[src/rtl/core/aabb_pkg.sv]
package aabb_pkg;

  localparam int CoordW = 32;
  localparam int HalfW  = 24;
  localparam int DistW  = 16;
  localparam int FaceW  = CoordW + 2;
  localparam int SqW    = 2 * DistW + 2;

  typedef enum logic [1:0] {
    ST_OK       = 2'd0,
    ST_START_IN = 2'd1,
    ST_END_OUT  = 2'd2
  } status_t;

  localparam logic [0:0] REG_OBST_HALF = 1'b0;
  localparam logic [0:0] REG_CONTACT   = 1'b1;

  typedef struct packed {
    logic signed [CoordW-1:0] x;
    logic signed [CoordW-1:0] y;
    logic signed [CoordW-1:0] z;
  } vec_t;

  typedef struct packed {
    logic [HalfW-1:0] x;
    logic [HalfW-1:0] y;
    logic [HalfW-1:0] z;
  } half_t;

  // Bisection working state carried through every stage.
  typedef struct packed {
    vec_t    lo;
    vec_t    hi;
    half_t   mh;
    vec_t    ob;
    logic    done;
    status_t status;
  } work_t;

  // Closed overlap test on one axis; faces in FaceW bits never wrap.
  function automatic logic axis_hit(input logic signed [CoordW-1:0] a,
                                    input logic [HalfW-1:0] ah,
                                    input logic signed [CoordW-1:0] b,
                                    input logic [HalfW-1:0] bh);
    logic signed [FaceW-1:0] amax, amin, bmax, bmin;
    begin
      amax = FaceW'(a) + $signed({2'b0, {(CoordW-HalfW){1'b0}}, ah});
      amin = FaceW'(a) - $signed({2'b0, {(CoordW-HalfW){1'b0}}, ah});
      bmax = FaceW'(b) + $signed({2'b0, {(CoordW-HalfW){1'b0}}, bh});
      bmin = FaceW'(b) - $signed({2'b0, {(CoordW-HalfW){1'b0}}, bh});
      axis_hit = (amax >= bmin) && (amin <= bmax);
    end
  endfunction

  function automatic logic box_hit(input vec_t p, input half_t mh, input vec_t ob,
                                   input logic [HalfW-1:0] oh);
    box_hit = axis_hit(p.x, mh.x, ob.x, oh) && axis_hit(p.y, mh.y, ob.y, oh)
           && axis_hit(p.z, mh.z, ob.z, oh);
  endfunction

  // floor((a+b)/2) exactly.
  function automatic logic signed [CoordW-1:0] half_sum(
      input logic signed [CoordW-1:0] a, input logic signed [CoordW-1:0] b);
    logic signed [CoordW:0] s;
    begin
      s = (CoordW+1)'(a) + (CoordW+1)'(b);
      half_sum = s[CoordW:1];
    end
  endfunction

  // Absolute gap of one axis, saturated flag when not below 2^DistW.
  function automatic logic [DistW:0] gap(input logic signed [CoordW-1:0] lo,
                                         input logic signed [CoordW-1:0] hi);
    logic signed [CoordW:0] d;
    logic [CoordW:0] m;
    begin
      d = (CoordW+1)'(hi) - (CoordW+1)'(lo);
      m = d[CoordW] ? (CoordW+1)'(-d) : (CoordW+1)'(d);
      gap = (m[CoordW:DistW] != '0) ? {1'b1, {DistW{1'b0}}} : {1'b0, m[DistW-1:0]};
    end
  endfunction

endpackage

[src/rtl/core/aabb_step.sv]
// One bisection step: distance test, midpoint, overlap test, bracket update.
// The squares of the axis gaps are registered before the sum and compare.
module aabb_step (
  input  logic                  clk,
  input  logic                  rst,
  input  logic                  adv,
  input  logic                  in_valid,
  input  aabb_pkg::work_t       in_work,
  input  logic [aabb_pkg::HalfW-1:0] oh,
  input  logic [aabb_pkg::SqW-1:0]   lim,
  output logic                  out_valid,
  output aabb_pkg::work_t       out_work
);
  import aabb_pkg::*;

  logic            a_valid;
  work_t           a_work;
  logic            a_far_big;
  logic [2*DistW-1:0] a_sq [3];
  logic [DistW:0]  gx, gy, gz;
  logic            far;
  logic [SqW-1:0]  sum;
  vec_t            mid;
  work_t           nxt;

  always_comb begin
    gx = gap(in_work.lo.x, in_work.hi.x);
    gy = gap(in_work.lo.y, in_work.hi.y);
    gz = gap(in_work.lo.z, in_work.hi.z);
  end

  always_ff @(posedge clk) begin
    if (rst) begin
      a_valid <= 1'b0;
      out_valid <= 1'b0;
    end else if (adv) begin
      a_valid <= in_valid;
      out_valid <= a_valid;
    end
    if (adv) begin
      a_work <= in_work;
      a_far_big <= gx[DistW] | gy[DistW] | gz[DistW];
      a_sq[0] <= gx[DistW-1:0] * gx[DistW-1:0];
      a_sq[1] <= gy[DistW-1:0] * gy[DistW-1:0];
      a_sq[2] <= gz[DistW-1:0] * gz[DistW-1:0];
      out_work <= nxt;
    end
  end

  always_comb begin
    sum = SqW'(a_sq[0]) + SqW'(a_sq[1]) + SqW'(a_sq[2]);
    far = a_far_big || (sum >= lim);
    mid.x = half_sum(a_work.lo.x, a_work.hi.x);
    mid.y = half_sum(a_work.lo.y, a_work.hi.y);
    mid.z = half_sum(a_work.lo.z, a_work.hi.z);
    nxt = a_work;
    if (!a_work.done) begin
      if (!far) begin
        nxt.done = 1'b1;
      end else if (box_hit(mid, a_work.mh, a_work.ob, oh)) begin
        nxt.hi = mid;
      end else begin
        nxt.lo = mid;
      end
    end
  end

endmodule

[config.mk]
export PLATFORM = sky130hd
export DESIGN_NAME = aabb_step
export DESIGN_NICKNAME = d
export VERILOG_FILES = /design/src/rtl/core/aabb_pkg.sv /design/src/rtl/core/aabb_step.sv
export SDC_FILE = /design/constraint.sdc
export NUM_CORES = 2
export LEC_CHECK = 0
export BUFFER_PORTS_ARGS = -buffer_cell sky130_fd_sc_hd__buf_2
export CORE_MARGIN = 4
export CORE_UTILIZATION = 56
export CTS_CLUSTER_DIAMETER = 40
export CTS_CLUSTER_SIZE = 28
export DETAILED_ROUTE_END_ITERATION = 10
export PLACE_DENSITY_LB_ADDON = 0.15
export SLEW_MARGIN = 20
export SYNTH_ARGS = -nofsm -noshare
export SYNTH_HDL_FRONTEND = slang
export SYNTH_SLANG_ARGS = --single-unit
[constraint.sdc]
create_clock -name clk -period 11.14 [get_ports clk]
set_clock_uncertainty 0.1 [all_clocks]
set_input_delay 0.557 -clock clk [delete_from_list [all_inputs] [get_ports clk]]
set_output_delay 0.557 -clock clk [all_outputs]
set_load 0.02 [all_outputs]
### After elaboration in Yosys (flattened, before gate mapping)

Memory sizes are Yosys's and may differ from the RTL's.
Index checks and enable logic that the tools add are counted.
Widths: inputs -> output; s select.

* flip-flop bits (word level): 729
* bits in writable memories: 96
* input port bits: 425
* output and inout port bits: 364
* word-level logic and storage cells: 89
* memories kept: 1

* add/sub/neg operators: 23
* $mul: 3
* order comparisons: 7
* muxes and demuxes: 13
* bitwise gates (word level): 2
* reductions and logical operators: 9

Memories
* a_sq: depth 3, width 32, read ports 3, clocked after Yosys merged registers in 0, write ports 3, line aabb_step.sv:19 `logic [2*DistW-1:0] a_sq [3];`

Operator list (count)
* $mux 192: 2
* $add 32x25->33: 6
* $sub 32x25->33: 6
* $mux 96: 2
* $add 32x32->33: 4
* $ge 33x33->1: 3
* $le 33x33->1: 3
* $mux 33: 3
* $neg 33->33: 3
* $sub 32x32->33: 3
* $mul 16x16->32: 3
* $mux 17: 3
* $reduce_bool 17->1: 3
* $add 33x32->34: 1
* $ge 34x34->1: 1
* $logic_and 1x1->1: 5
* $mux 1: 3
* $or 1x1->1: 2
* $logic_or 1x1->1: 1

### Depth between registers and ports, before layout

* depth in word-level cells: 9
* depth in mapped cells: 47
* depth with buffers taken out: 43

### Worst setup path before layout

OpenSTA, ideal clock, no wires.

* path type: in2reg
* start: in in_work[203] (netlist bit)
* end: mem a_sq[0][63] (netlist bit), data pin
* library setup time: 0.268 ns
* arrival time: 10.886 ns
* required time: 10.772 ns
* slack: -0.114 ns
* stages: 41
* buffers on the path: 2
* cells stage by stage: inv_1 > ha_1 > fa_1 > nand2b_1 > a21o_1 > a21boi_1 > xor2_1 > or4_1 > a2111oi_2 > nand4_1 > nor4_2 > or4b_1 > a32oi_1 > nand4_1 > or2_1 > clkbuf_1 > clkbuf_1 > or3_1 > [... 5 more ...] > fa_1 > inv_1 > fa_1 > inv_1 > ha_1 > a21o_1 > a21oi_1 > nor2b_1 > o21ai_0 > nand2b_1 > nor3_1 > a211o_1 > nand3_1 > a41o_1 > or4_1 > a31o_2 > a21oi_1 > xnor3_1

RTL lines
* start: declaration: line aabb_step.sv:8 `input aabb_pkg::work_t in_work,`
* end: declaration: line aabb_step.sv:19

==> qor.csv <==
metric,value,unit
status,finished clean,
syn-cell-area,85200,um2
cts_sinks,822,
die_height,398,um
numCtsBuffers,117,
post-route-util,70.1,%
grt_pass1_vias,74800,
ys.flop_type,edfxtp_1,
setup_viol,0,
p_per_area,145,nW/um2
timing.final.crit_period,10870,ps
fin_crit_sh,97.6,%
wire_per_inst,23.8,um
postLayoutSetupSlackWorst,272,ps
nets,12500,
cp_data_arrival_time,11260,ps
worst-path-max-fanout,24,
synth_cells,8694,
yosys_warnings,0,
finalInstanceArea,105000,um2
grt_pass1_wl,447000,um
max_freq,0.0920,GHz
synthTopCellsByArea,"edfxtp_1 (29%), ha_1 (15%), fa_1 (13%)",
slowest_delay,590,ps
end_kind,flip-flop,
route.detailed.drc,0,
synthXorXnorAreaFrac,6.54,%
synth_area_per_cell,9.80,um2
synth_mux_area_share,2.80,%
yosys.area_share.simple,14.3,%
ir_drop,137,uV
synthTopCellsByCount,"inv_1 (1,080), ha_1 (1,030), edfxtp_1 (820), fa_1 (541), nor2_1 (521)",
fill_cells,11400,
vias,75300,
antenna_found_initial,65,
track_usage,37.2,%
grt_start_max_net_pins,196,
crit_slowest_cell,or4_4,
yosysMostFrequentCell,inv_1,
dpl_cell_area,97200,um2
synth_compound_area_share,13.5,%
cts_buffer_depth,3,
hold_class,input port to flip-flop,
portBuffers,788,
crit_top_cell,fa_1,
cp.required,11530,ps
floorplan.initialDensity,56.6,%
die-area,158000,um2
drtAntennaViolNets,0,
core,150000,um2
hpwl,245000,um
rsz0062_at_grt,yes,
root_buffer,clkbuf_16,
synth_top_area_share,28.9,%
cts.clk_slew.worst_paths,60,ps
firstDrtPassIters,8,
worst_slew_pin_slew,1250,ps
synthAdderAreaFrac,27.8,%
ys_async_sr_fraction,0,%
synth-seq-area-share,29.0,%
clk_latency,800,ps
grt-ovfl-total,0,
io_pins,789,
drive_gt1_share,21.2,%
fp.dieW,398,um
leakage,49.2,nW
ys_seq_elements,822,
critPathKind,input port to flip-flop,
htree_num_levels,3,
core.rowCount,142,
synth_top_family_by_area,adder cells,
yosysTopAreaCell,edfxtp_1,
via_per_inst,5.94,
syn_to_final_growth,23.8,%
multi_input_comb_area,55900,um2
wirelength,302000,um
gp_congestion,1.02,
maxSlewHeadroom,16.7,%
synth_cell_types,101,
cap_violations,0,
drv_slew,0,
cts_tree,yes,
synth_edf_count,820,
drt_iter0_drc,6805,
power,15.3,mW
start_kind,input port,
pre_cts_slack,-1020,ps
hold_violations,0,
regArea,24700,um2
## cells in the final DEF, fill, tap and decap left out, types with 24 or more instances in the layout
master            n
xor2_1          176
nor4_1           49
inv_1          1080
nor3_1          287
dlygate4sd3_1   339
xnor2_1         452
o21a_1           78
nor2b_1         124
diode_2          48
o31ai_1          38
buf_2           786
o21ai_0         283
nand4_1          93
nor3b_1          24
nand2b_1        128
edfxtp_1        820
a211o_1          25
and3_1          115
nand3_1         264
or3_1           123
a21oi_1         510
a21boi_0         30
mux2_2          194
and2_1           66
a21o_1          221
o21bai_1         85
o211ai_1         45
a31oi_1          57
nand2_1         350
fa_1            536
nor2_1          518
ha_1           1029
a211oi_1         63
or2_2            56
clkbuf_16       117
nand3b_1         34
buf_4           836
## what timing repair did
item | 4_1_cts | 5_1_grt
gates cloned | 0 | 0
endpoints found under the hold margin | 339 | 0
resized for setup | 4 | 101
endpoints found under the setup margin | 1 | 25
pin swaps | 1 | 38
setup buffers | 1 | 7
hold buffers | 339 | 0
## path summary, 6_finish.rpt
path                                             from                 endpoint  slack, ps  depth (start not counted)
worst max-delay path                     in_work[268]    a_sq[0][95]$_DFFE_PP_        270                         43
worst min-delay path                     in_work[236]    a_work[236]$_DFFE_PP_         40                          2
worst max register to register  a_work[300]$_DFFE_PP_  out_work[204]$_DFFE_PP_        990                         33
worst min register to register    a_work[0]$_DFFE_PP_    out_work[0]$_DFFE_PP_        330                          0
## through the flow
step                hold slack (ps)  cells  TNS [ps]
global placement                300  12100     -3140
floorplan                       300   8695         0
detailed placement              313  12100     -4530
global route                   26.9  12700      -190
CTS                            1.28  12600         0
finish                         42.2  12700         0
## cells by family (layout without fill, tap and decap cells)
kind of cell             Yosys count  count (layout)
other                              2              51
XOR/XNOR                         633             633
AO/OA/AOI/OAI                   1749            1749
multiplexers                     214             214
adder cells (fa/ha/maj)         1571            1571
buffers and inverters           1346            3278
AND/OR/NAND/NOR                 2357            2357
flip-flops                       822             822
## final cells by class
| type | instances | share of cell area, % |
|---|---|---|
| antenna | 48 | 0.114 |
| clock buffer | 120 | 2.79 |
| clock inverter | 101 | 1.24 |
| inverter | 1080 | 3.84 |
| multi-input combinational | 6527 | 53.1 |
| sequential | 822 | 23.4 |
| tap | 2016 | 2.39 |
| timing repair buffer | 1977 | 13.2 |
## state kept, by name, summed over array words and instances, names as in the netlist
signal	count
out_work	363
a_far_big	1
a_sq	93
out_valid	1
a_work	363
a_valid	1
## report_power, final
group | leakage [nW] | switching [mW] | total [mW] | internal [mW]
Combinational | 39.2 | 4.39 | 7.36 | 2.98
Sequential | 8.01 | 0.250 | 3.98 | 3.73
Clock | 2.03 | 1.72 | 3.95 | 2.23
## worst max-delay path: cells and delay by family
family	cells	cell delay [ps]
buffers and inverters	13	2050
AND/OR/NAND/NOR	9	2090
adder cells (fa/ha/maj)	8	3880
AO/OA/AOI/OAI	12	2270
XOR/XNOR	1	370
## layer usage
metal / routed length [um] / global-route usage (%) / up-vias
met5: 113 / 0 / -
met4: 18800 / 19.5 / 16
met3: 28000 / 7.62 / 749
met2: 135000 / 58.6 / 3499
met1: 120000 / 48.4 / 36500
li1: - / - / 34600
(Power assumes the default switching activity.)
